[src/hdl/glsr_pkg.sv]
// Shared types and constants of the grid line smoothness ratio block.
`timescale 1ns / 1ps

package glsr_pkg;

  // Result format: unsigned Q16.16.
  localparam int RESULT_W = 32;
  localparam logic [RESULT_W-1:0] ONE_Q16 = 32'h0001_0000;
  localparam logic [RESULT_W-1:0] SAT_Q16 = 32'hFFFF_FFFF;
  localparam logic [RESULT_W-1:0] ZERO_Q16 = 32'h0000_0000;

  // The quotient big * 2^32 / small is formed to 64 bits, its root to 32 bits.
  localparam int FRAC_W = 32;
  localparam int QUO_W = 64;
  localparam int DIV_STEPS = 64;
  localparam int ROOT_STEPS = 32;
  localparam int STEP_CNT_W = 6;
  // Partial remainder of the root needs two bits more than the root.
  localparam int ROOT_REM_W = RESULT_W + 2;

  // How many nodes of the current line are held in the window.
  typedef enum logic [1:0] {
    FILL_EMPTY = 2'd0,
    FILL_ONE   = 2'd1,
    FILL_TWO   = 2'd2
  } fill_t;

  // Top-level request sequencer.
  typedef enum logic [1:0] {
    T_IDLE = 2'd0,
    T_PLAN = 2'd1,
    T_CALC = 2'd2,
    T_EMIT = 2'd3
  } top_state_t;

  // Ratio unit sequencer.
  typedef enum logic [2:0] {
    E_IDLE  = 3'd0,
    E_MUL   = 3'd1,
    E_ADD   = 3'd2,
    E_ORDER = 3'd3,
    E_SAT   = 3'd4,
    E_DIV   = 3'd5,
    E_ROOT  = 3'd6,
    E_DONE  = 3'd7
  } eng_state_t;

endpackage

[src/hdl/glsr_ratio_unit.sv]
// Iterative ratio unit: squared edge lengths, long division and square root.
`timescale 1ns / 1ps

module glsr_ratio_unit #(
  parameter int COORD_WIDTH = 24
) (
  input  logic                             clk,
  input  logic                             rst_n,
  input  logic                             start_i,
  input  logic signed [COORD_WIDTH-1:0]    older_x_i,
  input  logic signed [COORD_WIDTH-1:0]    older_y_i,
  input  logic signed [COORD_WIDTH-1:0]    newer_x_i,
  input  logic signed [COORD_WIDTH-1:0]    newer_y_i,
  input  logic signed [COORD_WIDTH-1:0]    item_x_i,
  input  logic signed [COORD_WIDTH-1:0]    item_y_i,
  output logic                             done_o,
  output logic [glsr_pkg::RESULT_W-1:0]    result_o
);

  localparam int PROD_W = 2 * COORD_WIDTH;
  localparam int SQ_W = 2 * COORD_WIDTH + 1;
  localparam int SU_W = (SQ_W + 1 > glsr_pkg::ROOT_REM_W) ? SQ_W + 1 : glsr_pkg::ROOT_REM_W;
  localparam int REM_W = SU_W - 1;
  localparam int QW = glsr_pkg::QUO_W;
  localparam int CW = glsr_pkg::STEP_CNT_W;
  localparam int RW = glsr_pkg::RESULT_W;

  glsr_pkg::eng_state_t state_r, state_nxt;

  logic [CW-1:0]    cnt_r, cnt_nxt;
  logic [PROD_W-1:0] prod_r, prod_nxt;
  logic [SQ_W-1:0]  a_len_r, a_len_nxt;
  logic [SQ_W-1:0]  b_len_r, b_len_nxt;
  logic [REM_W-1:0] rem_r, rem_nxt;
  logic [QW-1:0]    dq_r, dq_nxt;
  logic [RW-1:0]    root_r, root_nxt;

  // Coordinate difference and its magnitude for the current square.
  logic [COORD_WIDTH-1:0] diff_hi, diff_lo;
  logic [COORD_WIDTH:0]   diff, diff_mag;
  logic [COORD_WIDTH-1:0] diff_abs;

  // Shared adder / subtractor.
  logic [SU_W-1:0] su_a, su_b;
  logic            su_sub;
  logic [SU_W:0]   su_res;
  logic            su_borrow;

  logic [QW-1:0]   big_ext;
  logic [SQ_W-1:0] big_hi;
  logic            len_zero;
  logic            step_last_div, step_last_root;

  always_comb begin
    case (cnt_r[1:0])
      2'd0: begin
        diff_hi = newer_x_i;
        diff_lo = older_x_i;
      end
      2'd1: begin
        diff_hi = newer_y_i;
        diff_lo = older_y_i;
      end
      2'd2: begin
        diff_hi = item_x_i;
        diff_lo = newer_x_i;
      end
      default: begin
        diff_hi = item_y_i;
        diff_lo = newer_y_i;
      end
    endcase
  end

  assign diff     = {diff_hi[COORD_WIDTH-1], diff_hi} - {diff_lo[COORD_WIDTH-1], diff_lo};
  assign diff_mag = diff[COORD_WIDTH] ? (~diff + {{COORD_WIDTH{1'b0}}, 1'b1}) : diff;
  assign diff_abs = diff_mag[COORD_WIDTH-1:0];

  assign big_ext = QW'(a_len_r);
  assign big_hi  = SQ_W'(big_ext >> glsr_pkg::FRAC_W);
  assign len_zero = (a_len_r == '0) || (b_len_r == '0);
  assign step_last_div  = (cnt_r == CW'(glsr_pkg::DIV_STEPS - 1));
  assign step_last_root = (cnt_r == CW'(glsr_pkg::ROOT_STEPS - 1));

  // Operand selection for the shared unit.
  always_comb begin
    su_a   = '0;
    su_b   = '0;
    su_sub = 1'b0;
    unique case (state_r)
      glsr_pkg::E_ADD: begin
        su_a = cnt_r[0] ? (cnt_r[1] ? SU_W'(b_len_r) : SU_W'(a_len_r)) : '0;
        su_b = SU_W'(prod_r);
      end
      glsr_pkg::E_ORDER: begin
        su_a   = SU_W'(a_len_r);
        su_b   = SU_W'(b_len_r);
        su_sub = 1'b1;
      end
      glsr_pkg::E_SAT: begin
        su_a   = SU_W'(big_hi);
        su_b   = SU_W'(b_len_r);
        su_sub = 1'b1;
      end
      glsr_pkg::E_DIV: begin
        su_a   = SU_W'({rem_r[SQ_W-1:0], dq_r[QW-1]});
        su_b   = SU_W'(b_len_r);
        su_sub = 1'b1;
      end
      glsr_pkg::E_ROOT: begin
        su_a   = SU_W'({rem_r[RW-1:0], dq_r[QW-1:QW-2]});
        su_b   = SU_W'({root_r, 2'b01});
        su_sub = 1'b1;
      end
      default: begin
        su_a = '0;
      end
    endcase
  end

  assign su_res = {1'b0, su_a} + ({1'b0, su_b} ^ {(SU_W + 1){su_sub}})
                  + (SU_W + 1)'(su_sub);
  assign su_borrow = su_res[SU_W];

  // Next state.
  always_comb begin
    state_nxt = state_r;
    unique case (state_r)
      glsr_pkg::E_IDLE:  if (start_i) state_nxt = glsr_pkg::E_MUL;
      glsr_pkg::E_MUL:   state_nxt = glsr_pkg::E_ADD;
      glsr_pkg::E_ADD:   state_nxt = (cnt_r[1:0] == 2'd3) ? glsr_pkg::E_ORDER
                                                          : glsr_pkg::E_MUL;
      glsr_pkg::E_ORDER: state_nxt = len_zero ? glsr_pkg::E_DONE : glsr_pkg::E_SAT;
      glsr_pkg::E_SAT:   state_nxt = su_borrow ? glsr_pkg::E_DIV : glsr_pkg::E_DONE;
      glsr_pkg::E_DIV:   if (step_last_div) state_nxt = glsr_pkg::E_ROOT;
      glsr_pkg::E_ROOT:  if (step_last_root) state_nxt = glsr_pkg::E_DONE;
      glsr_pkg::E_DONE:  state_nxt = glsr_pkg::E_IDLE;
      default:           state_nxt = glsr_pkg::E_IDLE;
    endcase
  end

  // Datapath updates.
  always_comb begin
    cnt_nxt   = cnt_r;
    prod_nxt  = prod_r;
    a_len_nxt = a_len_r;
    b_len_nxt = b_len_r;
    rem_nxt   = rem_r;
    dq_nxt    = dq_r;
    root_nxt  = root_r;
    unique case (state_r)
      glsr_pkg::E_IDLE: begin
        if (start_i) cnt_nxt = '0;
      end
      glsr_pkg::E_MUL: begin
        prod_nxt = diff_abs * diff_abs;
      end
      glsr_pkg::E_ADD: begin
        if (cnt_r[1]) b_len_nxt = su_res[SQ_W-1:0];
        else a_len_nxt = su_res[SQ_W-1:0];
        cnt_nxt = cnt_r + CW'(1);
      end
      glsr_pkg::E_ORDER: begin
        if (len_zero) begin
          root_nxt = glsr_pkg::ONE_Q16;
        end else if (su_borrow) begin
          // Keep the longer edge in a_len and the shorter in b_len.
          a_len_nxt = b_len_r;
          b_len_nxt = a_len_r;
        end
      end
      glsr_pkg::E_SAT: begin
        if (!su_borrow) begin
          root_nxt = glsr_pkg::SAT_Q16;
        end else begin
          rem_nxt = REM_W'(big_hi);
          dq_nxt  = {big_ext[glsr_pkg::FRAC_W-1:0], {glsr_pkg::FRAC_W{1'b0}}};
          cnt_nxt = '0;
        end
      end
      glsr_pkg::E_DIV: begin
        dq_nxt = {dq_r[QW-2:0], ~su_borrow};
        if (step_last_div) begin
          rem_nxt  = '0;
          root_nxt = '0;
          cnt_nxt  = '0;
        end else begin
          rem_nxt = su_borrow ? REM_W'(su_a) : REM_W'(su_res);
          cnt_nxt = cnt_r + CW'(1);
        end
      end
      glsr_pkg::E_ROOT: begin
        rem_nxt  = su_borrow ? REM_W'(su_a) : REM_W'(su_res);
        root_nxt = {root_r[RW-2:0], ~su_borrow};
        dq_nxt   = {dq_r[QW-3:0], 2'b00};
        cnt_nxt  = cnt_r + CW'(1);
      end
      glsr_pkg::E_DONE: begin
        cnt_nxt = '0;
      end
      default: begin
        cnt_nxt = '0;
      end
    endcase
  end

  always_comb begin
    done_o   = (state_r == glsr_pkg::E_DONE);
    result_o = root_r;
  end

  always_ff @(posedge clk) begin
    if (!rst_n) begin
      state_r <= glsr_pkg::E_IDLE;
      cnt_r   <= '0;
    end else begin
      state_r <= state_nxt;
      cnt_r   <= cnt_nxt;
    end
  end

  always_ff @(posedge clk) begin
    prod_r  <= prod_nxt;
    a_len_r <= a_len_nxt;
    b_len_r <= b_len_nxt;
    rem_r   <= rem_nxt;
    dq_r    <= dq_nxt;
    root_r  <= root_nxt;
  end

endmodule

[src/hdl/grid_line_smoothness_ratio_core.sv]
// Top level of the grid line smoothness ratio block.
`timescale 1ns / 1ps

// Grid nodes arrive one request at a time along a grid line; every node gives
// exactly one result, in node order. For an inner node the result is
// sqrt(longer squared edge / shorter squared edge) in unsigned Q16.16,
// truncated and saturated at 0xFFFFFFFF, and 1.0 when either edge has zero
// length. Line ends and nodes with an invalid neighbor come out with
// value_missing set and a value of zero. A node's result leaves when the next
// node arrives, and a line end's result leaves on its own arrival, so one
// input request gives zero, one or two results; last_in_run marks the final
// one. The block handles one input request at a time: in_stall is high from
// acceptance until every result of that request has been taken. A request
// that needs a ratio runs through the ratio unit: the two squared lengths
// through one multiplier, ordering and the saturation check, the bit-serial
// division and the bit-serial root, all on one shared subtractor, and the
// hand-over of the result. A zero-length edge ends the computation after
// the ordering step, saturation after the saturation check.

module grid_line_smoothness_ratio_core #(
  parameter int COORD_WIDTH = 24
) (
  input  logic                          clk,
  input  logic                          rst_n,
  input  logic                          in_valid,
  output logic                          in_stall,
  input  logic signed [COORD_WIDTH-1:0] in_node_x,
  input  logic signed [COORD_WIDTH-1:0] in_node_y,
  input  logic                          in_node_valid,
  input  logic                          in_first_in_line,
  input  logic                          in_last_in_line,
  output logic                          out_valid,
  input  logic                          out_stall,
  output logic [glsr_pkg::RESULT_W-1:0] out_smoothness_value,
  output logic                          out_value_missing,
  output logic                          out_last_in_run
);

  glsr_pkg::top_state_t state_r, state_nxt;
  glsr_pkg::fill_t      fill_r, fill_nxt;

  // The accepted request, held until all its results are planned.
  logic signed [COORD_WIDTH-1:0] item_x_r, item_y_r;
  logic item_valid_r, item_first_r, item_last_r;

  // Window of the two previous nodes on the line.
  logic signed [COORD_WIDTH-1:0] older_x_r, older_y_r, newer_x_r, newer_y_r;
  logic signed [COORD_WIDTH-1:0] older_x_nxt, older_y_nxt, newer_x_nxt, newer_y_nxt;
  logic older_valid_r, newer_valid_r, older_valid_nxt, newer_valid_nxt;

  // Output register and the flag for a second, missing result.
  logic [glsr_pkg::RESULT_W-1:0] value_r, value_nxt;
  logic missing_r, missing_nxt, last_r, last_nxt, pend_r, pend_nxt;

  logic in_take;
  logic is_one, is_two, eff_empty, restart2, mid, all_ok;
  logic need_calc, plan_emit, plan_pend, plan_last1, commit;
  logic eng_start, eng_done;
  logic [glsr_pkg::RESULT_W-1:0] eng_result;

  assign in_take = in_valid && (state_r == glsr_pkg::T_IDLE);

  // Plan of the results for the held request. A line start while a node
  // waits flushes that node as missing before the new line begins; a node
  // that arrives with no line open starts one.
  assign is_one    = (fill_r == glsr_pkg::FILL_ONE);
  assign is_two    = (fill_r == glsr_pkg::FILL_TWO);
  assign restart2  = item_first_r && is_two;
  assign eff_empty = item_first_r || !(is_one || is_two);
  assign mid       = !eff_empty && is_two;
  assign all_ok    = older_valid_r && newer_valid_r && item_valid_r;
  assign need_calc = mid && all_ok;
  assign plan_emit = restart2 || eff_empty || mid || (is_one && item_last_r);
  assign plan_pend = restart2 || (mid && item_last_r);
  assign plan_last1 = restart2 ? 1'b0 : (mid ? !item_last_r : 1'b1);

  // The window moves once the ratio unit no longer needs the old nodes.
  assign commit = ((state_r == glsr_pkg::T_PLAN) && !need_calc)
                || ((state_r == glsr_pkg::T_CALC) && eng_done);

  glsr_ratio_unit #(
    .COORD_WIDTH(COORD_WIDTH)
  ) u_ratio (
    .clk      (clk),
    .rst_n    (rst_n),
    .start_i  (eng_start),
    .older_x_i(older_x_r),
    .older_y_i(older_y_r),
    .newer_x_i(newer_x_r),
    .newer_y_i(newer_y_r),
    .item_x_i (item_x_r),
    .item_y_i (item_y_r),
    .done_o   (eng_done),
    .result_o (eng_result)
  );

  // Next state of the request sequencer.
  always_comb begin
    state_nxt = state_r;
    unique case (state_r)
      glsr_pkg::T_IDLE: begin
        if (in_valid) state_nxt = glsr_pkg::T_PLAN;
      end
      glsr_pkg::T_PLAN: begin
        if (need_calc) state_nxt = glsr_pkg::T_CALC;
        else if (plan_emit) state_nxt = glsr_pkg::T_EMIT;
        else state_nxt = glsr_pkg::T_IDLE;
      end
      glsr_pkg::T_CALC: begin
        if (eng_done) state_nxt = glsr_pkg::T_EMIT;
      end
      glsr_pkg::T_EMIT: begin
        if (!out_stall && !pend_r) state_nxt = glsr_pkg::T_IDLE;
      end
      default: state_nxt = glsr_pkg::T_IDLE;
    endcase
  end

  // Sequencer outputs and the result register.
  always_comb begin
    in_stall    = (state_r != glsr_pkg::T_IDLE);
    out_valid   = (state_r == glsr_pkg::T_EMIT);
    eng_start   = 1'b0;
    value_nxt   = value_r;
    missing_nxt = missing_r;
    last_nxt    = last_r;
    pend_nxt    = pend_r;
    unique case (state_r)
      glsr_pkg::T_IDLE: begin
        pend_nxt = 1'b0;
      end
      glsr_pkg::T_PLAN: begin
        if (need_calc) begin
          eng_start = 1'b1;
          pend_nxt  = item_last_r;
        end else if (plan_emit) begin
          value_nxt   = glsr_pkg::ZERO_Q16;
          missing_nxt = 1'b1;
          last_nxt    = plan_last1;
          pend_nxt    = plan_pend;
        end
      end
      glsr_pkg::T_CALC: begin
        if (eng_done) begin
          value_nxt   = eng_result;
          missing_nxt = 1'b0;
          last_nxt    = !item_last_r;
        end
      end
      glsr_pkg::T_EMIT: begin
        // The second result of a request is always missing: a line end, or the node that opens a new line.
        if (!out_stall && pend_r) begin
          value_nxt   = glsr_pkg::ZERO_Q16;
          missing_nxt = 1'b1;
          last_nxt    = 1'b1;
          pend_nxt    = 1'b0;
        end
      end
      default: begin
        pend_nxt = 1'b0;
      end
    endcase
  end

  // Window update for the held request.
  always_comb begin
    fill_nxt        = fill_r;
    older_x_nxt     = older_x_r;
    older_y_nxt     = older_y_r;
    older_valid_nxt = older_valid_r;
    newer_x_nxt     = newer_x_r;
    newer_y_nxt     = newer_y_r;
    newer_valid_nxt = newer_valid_r;
    if (commit) begin
      if (item_last_r) begin
        fill_nxt = glsr_pkg::FILL_EMPTY;
      end else begin
        if (eff_empty) begin
          fill_nxt = glsr_pkg::FILL_ONE;
        end else begin
          older_x_nxt     = newer_x_r;
          older_y_nxt     = newer_y_r;
          older_valid_nxt = newer_valid_r;
          fill_nxt        = glsr_pkg::FILL_TWO;
        end
        newer_x_nxt     = item_x_r;
        newer_y_nxt     = item_y_r;
        newer_valid_nxt = item_valid_r;
      end
    end
  end

  assign out_smoothness_value = value_r;
  assign out_value_missing    = missing_r;
  assign out_last_in_run      = last_r;

  always_ff @(posedge clk) begin
    if (!rst_n) begin
      state_r       <= glsr_pkg::T_IDLE;
      fill_r        <= glsr_pkg::FILL_EMPTY;
      pend_r        <= 1'b0;
      older_valid_r <= 1'b0;
      newer_valid_r <= 1'b0;
    end else begin
      state_r       <= state_nxt;
      fill_r        <= fill_nxt;
      pend_r        <= pend_nxt;
      older_valid_r <= older_valid_nxt;
      newer_valid_r <= newer_valid_nxt;
    end
  end

  always_ff @(posedge clk) begin
    if (in_take) begin
      item_x_r     <= in_node_x;
      item_y_r     <= in_node_y;
      item_valid_r <= in_node_valid;
      item_first_r <= in_first_in_line;
      item_last_r  <= in_last_in_line;
    end
    older_x_r <= older_x_nxt;
    older_y_r <= older_y_nxt;
    newer_x_r <= newer_x_nxt;
    newer_y_r <= newer_y_nxt;
    value_r   <= value_nxt;
    missing_r <= missing_nxt;
    last_r    <= last_nxt;
  end

endmodule

[config.mk]
export PLATFORM = sky130hd
export DESIGN_NAME = grid_line_smoothness_ratio_core
export DESIGN_NICKNAME = d
export VERILOG_FILES = /design/src/hdl/glsr_pkg.sv /design/src/hdl/glsr_ratio_unit.sv /design/src/hdl/grid_line_smoothness_ratio_core.sv
export SDC_FILE = /design/constraint.sdc
export NUM_CORES = 2
export LEC_CHECK = 0
export ABC_AREA = 1
export BUFFER_PORTS_ARGS = -buffer_cell sky130_fd_sc_hd__buf_2
export CORE_MARGIN = 10
export CORE_UTILIZATION = 65
export DETAILED_ROUTE_END_ITERATION = 8
export HOLD_SLACK_MARGIN = 0.1
export PLACE_DENSITY = 0.79
export SLEW_MARGIN = 20
export SYNTH_ARGS = -nofsm -noshare
export SYNTH_HDL_FRONTEND = slang
export SYNTH_SLANG_ARGS = --single-unit
[constraint.sdc]
create_clock -name clk -period 11 [get_ports clk]
set_clock_uncertainty 0.05 [all_clocks]
set_input_delay 1.65 -clock clk [delete_from_list [all_inputs] [get_ports clk]]
set_output_delay 1.65 -clock clk [all_outputs]
set_load 0.02 [all_outputs]
# == Yosys cells after proc, flatten, opt, wreduce, memory -nomap -nowiden ==
# Cells that the tools add are included.
# word_totals
reg_bits,488
inputBits,55
wordCells,189
# op_classes
n_mux,67
bitwise_logic,5
reduce_logical,52
n_eq_ne,34
n_addsub,5
mul,1
# ops
op,count
$mux W49,10
$pmux W49 S3,2
$pmux W50 S5,1
$mux W32,7
$pmux W49 S2,2
$pmux W64 S3,1
$pmux W24 S3,2
$pmux W32 S4,1
$logic_not A49 Y1,2
$pmux W32 S3,1
$mux W64,1
$add A50 B51 Y51,1
$add A51 B1 Y51,1
$xor A49 B51 Y51,1
$mux W50,1
$mul A24 B24 Y48,1
$pmux W6 S5,1
$sub A24 B24 Y25,1
$add A24 B1 Y24 const B,1
$mux W24,1
$not A24 Y24,1
$pmux W3 S8,1
$mux W2,10
$mux W6,3
32 further kinds,110

# == Logic depth before layout (Yosys ltp) ==
# logic_depth
depth_word,11
mapped_depth,56
ltp_nobuf,52

# == Hierarchy ==
# Synthesis repeated with hierarchy kept, for this count alone.
# hier_totals
hier_cells,5215
area_unflattened_um2,44535.2
# by_module_without_submodules
module,instances,area_each_um2,cells_per_inst
glsr_ratio_unit,1,38355.5,4888
grid_line_smoothness_ratio_core,1,6179.7,327

# == Worst setup path after synthesis ==
# OpenSTA, ideal clock, no wires.
# synth_path
path_type,register to register
startpoint,register u_ratio.cnt_r[1]
endpoint,register u_ratio.prod_r[36] (data pin)
stages_incl_launch_ff,49
setup_slack_ns,1.018
arrival_time_ns,9.673
n_path_buf,5
period_less_slack_ns,9.982
path_cell_list,dfxtp_1 inv_2 clkbuf_1 clkbuf_1 ha_1 clkbuf_1 clkbuf_1 nand2_1 a31oi_1 ha_1 inv_1 fa_1 inv_1 ha_1 inv_1 nor2_1 nand3_1 nor2_1 [... 13 more ...] fa_1 inv_1 fa_1 fa_1 inv_1 fa_1 inv_1 ha_1 nand2_1 nor2_1 inv_1 nor2_1 inv_1 nor4_1 a21oi_1 o21ai_0 a21oi_1 xnor2_1
# synth_via
elab_chain_len,7
# synth_lines
item,line_no,source
"start, declared",glsr_ratio_unit.sv:30,"logic [CW-1:0] cnt_r, cnt_nxt;"
"start signal, assigned",glsr_ratio_unit.sv:218,cnt_r <= cnt_nxt;
$eq A2 B2 Y1 (tied with other cells),glsr_ratio_unit.sv:55,case (cnt_r[1:0])
$pmux W24 S3,glsr_ratio_unit.sv:55,
$sub A24 B24 Y25 *,glsr_ratio_unit.sv:75,"assign diff = {diff_hi[COORD_WIDTH-1], diff_hi} - {diff_lo[COORD_WIDTH-1], diff_lo};"
$not A24 Y24,glsr_ratio_unit.sv:76,"assign diff_mag = diff[COORD_WIDTH] ? (~diff + {{COORD_WIDTH{1'b0}}, 1'b1}) : diff;"
$add A24 B1 Y24,glsr_ratio_unit.sv:76,
$mux W24 *,glsr_ratio_unit.sv:76,
$mul A24 B24 Y48 *,glsr_ratio_unit.sv:156,prod_nxt = diff_abs * diff_abs;
"end signal, assigned",glsr_ratio_unit.sv:223,prod_r <= prod_nxt;
"end, declared",glsr_ratio_unit.sv:31,"logic [PROD_W-1:0] prod_r, prod_nxt;"
# Mark *: on every way between the ends. The rest lies on a longest branch, timed or not.
# A chain may end at the register's enable or synchronous reset.

# == Worst setup path after layout ==
# layout_path
startpoint,register u_ratio.cnt_r[1]
endpoint,register u_ratio.prod_r[25] (data pin)
# Same word-level chain as after synthesis.

==> metrics.yaml <==
status:
  status: "complete, no violations"
yosys:
  synthAdderAreaFrac: 0.2614
  yosys_warnings: 0
  synthCells: 5198
  synth.yosys.seq_area_share: 0.3255
  async_reset_ff_frac: 0
  synthXorXnorAreaFrac: 0.02089
  muxShareOfSynthArea: 0.0004505
  synth_compound_area_frac: 0.1101
  dominantRegCellSynth: "edfxtp_1"
  yosys.area_share.simple: 0.1744
  synth_area_sq_um: 44440
  ys_types: 59
  synth.avg_cell_area_sq_um: 8.549
  ys_ff_latch: 487
  syn_nets: 5927
  synth-edff-count: 471
  synth_top_family_by_area: "adder cells"
drt:
  wl_per_cell_um: 20.95
  drc_errors: 0
  dr_total_vias: 36860
  vias_per_cell: 5.997
  antenna_left: 0
  drt_iter0_drc: 4467
  drt_pass1_iterations: 7
  wl_um: 128800
hold_path:
  hold_path_end: "newer_y_r[21]"
  hp-start: "item_y_r[21]"
  hold_path.class: "flip-flop to flip-flop"
  whs_path_depth: 0
clocking:
  clock_latency_ns: 0.61
  cts_made_buffers: 53
  h-tree-depth: 2
  holdBufCountCts: 0
  cts.clk_slew.worst_paths_ns: 0.06
  cts.sinks: 487
  cts-root-buf: "clkbuf_16"
  cts_max_path_buffers: 3
  tritoncts: "built"
floorplan:
  core_area_sq_um: 67510
  ioPinCount: 91
  fp-row-count: 95
  die_w_um: 281.5
  die_area_sq_um: 79230
  start_util: 0.6582
  die_h_um: 281.5
finish:
  multi_input_area_sq_um: 25330
  nFillCells: 5385
  area_growth_pct: 7.008
  diodes: 0
  regArea_sq_um: 14470
  drive_gt1_frac: 0.07300
  nets: 5962
global_routing:
  gr-total-overflow: 0
  antenna_found_initial: 2
  grt_usage: 0.3264
  grt_max_degree: 77
  first_global_vias: 37110
  grt_pass1_wl_um: 202200
worst_setup_path:
  required_ns: 11.27
  crit_buf_inv: 8
  path_max_fanout: 48
  crit_path_top_delay_cell: "a21boi_0"
  r2r-end: "u_ratio.prod_r[25]"
  cp_common_cell: "fa_1"
  max_stage_delay_ns: 0.78
  worst_r2r_path_depth: 40
  r2r_setup_slack_ns: 0.48
  arrival_ns: 10.80
  worstReg2RegStart: "u_ratio.cnt_r[1]"
  crit_family: "adder cells"
  critPathLaunch: "u_ratio.cnt_r[1]"
  worstSetupEndpointType: "flip-flop"
  cp-start-kind: "flip-flop"
  worstSetupPathType: "flip-flop to flip-flop"
timing:
  rsz0062_at_grt: "false"
  max_freq_mhz: 95.04
  setup-tns-final_ns: 0
  tightest_slew_ns: 0.9906
  slew_headroom: 0.3396
  setup_viol: 0
  hold_violations: 0
  period_share: 0.9565
  slew_viol_final: 0
  post-route-min-period_ns: 10.52
placement:
  io_buffers: 90
  hpwlAfterDp_um: 98430
  gp_congestion: 1.033
flow_run:
  drv_cap: 0
## worst max path at each step
stage / end / slack [ns] / cells after the start
CTS: u_ratio.prod_r[43] / 0.58 / 43
global route: u_ratio.prod_r[43] / 0.02 / 43
global placement: u_ratio.prod_r[46] / 0.67 / 43
detailed placement: u_ratio.prod_r[36] / 0.59 / 44
finish: u_ratio.prod_r[25] / 0.48 / 40
floorplan: u_ratio.prod_r[36] / 1.02 / 48
## cells in the final DEF (no fill, tap or decap), types with 25 or more instances in the layout
| cell type | instances |
|---|---|
| buf_4 | 52 |
| nor4_1 | 28 |
| xor2_1 | 56 |
| o22ai_1 | 93 |
| edfxtp_1 | 471 |
| ha_1 | 249 |
| inv_2 | 33 |
| buf_2 | 90 |
| clkbuf_16 | 54 |
| nand4_1 | 34 |
| inv_1 | 1024 |
| fa_1 | 424 |
| o21ai_0 | 323 |
| nor3_1 | 25 |
| a21oi_1 | 211 |
| xnor2_1 | 34 |
| o221ai_1 | 33 |
| a22o_1 | 25 |
| nor2_1 | 482 |
| nand3_1 | 138 |
| nand2_2 | 27 |
| a31oi_1 | 41 |
| nand2_1 | 1050 |
## stage by stage
step           instances  hold WS, ns  utilization  cell area [sq um]  setup slack [ns]
6_report            6147       0.3998       0.7044              47550            0.4784
3_3_place_gp        6048       0.3890       0.6778              45760            0.6725
3_5_place_dp        6049       0.3844       0.6781              45780            0.5882
2_1_floorplan       5198       0.3707            -              44440             1.018
5_1_grt             6147       0.4192       0.7044              47550           0.01648
4_1_cts             6145       0.4040       0.7036              47510            0.5795
## routing by layer
metal | routed length (um) | part of all wire | global-route usage | up-vias
met2 | 59550 | 0.46 | 0.5265 | 2081
met1 | 49590 | 0.38 | 0.4238 | 17600
met4 | 7245 | 0.056 | 0.1644 | 4
li1 | - | - | - | 16780
met3 | 12390 | 0.096 | 0.05448 | 402
met5 | 34 | 0.00026 | 0 | -
## layout make-up
type,count,area share
flip-flops and latches,487,0.3042
repair buffers,147,0.01960
clock inverters,31,0.005946
clock buffers,65,0.03034
inverters,1065,0.08427
multi-input cells,3479,0.5327
well taps,873,0.02297
## sequential cells by signal (all words and copies together) (netlist names), 32 cells and up
register              count
u_ratio.dq_r             64
u_ratio.b_len_r          49
u_ratio.rem_r            49
u_ratio.prod_r           47
u_ratio.a_len_r          49
out_smoothness_value     32
u_ratio.result_o         32
## Yosys cell counts (all sizes together), types with 33 or more instances
library cell	number	area share
a21oi	214	0.024
a31oi	41	0.0058
buf	68	0.0088
clkbuf	100	0.0084
edfxtp	471	0.32
fa	424	0.19
ha	250	0.070
inv	1060	0.090
nand2	1085	0.094
nand3	146	0.017
nand4	34	0.0048
nor2	521	0.047
o21ai	331	0.038
o221ai	33	0.0065
o22ai	93	0.013
xnor2	34	0.0067
xor2	63	0.014
## timing repair
action / CTS / global route
endpoints found under the hold margin: 0 / 0
setup buffers: 0 / 1
setup endpoints to repair: 0 / 8
gates resized for setup: 0 / 13
## kinds of logic after synthesis
| group | Yosys count |
|---|---|
| AO/OA/AOI/OAI | 835 |
| flip-flops | 487 |
| adder cells (fa/ha/maj) | 674 |
| multiplexers | 2 |
| XOR/XNOR | 97 |
| buffers and inverters | 1233 |
| AND/OR/NAND/NOR | 1870 |
Power is not shown: default switching activity piles up to over one toggle a cycle in this logic, so the estimate is an artifact.
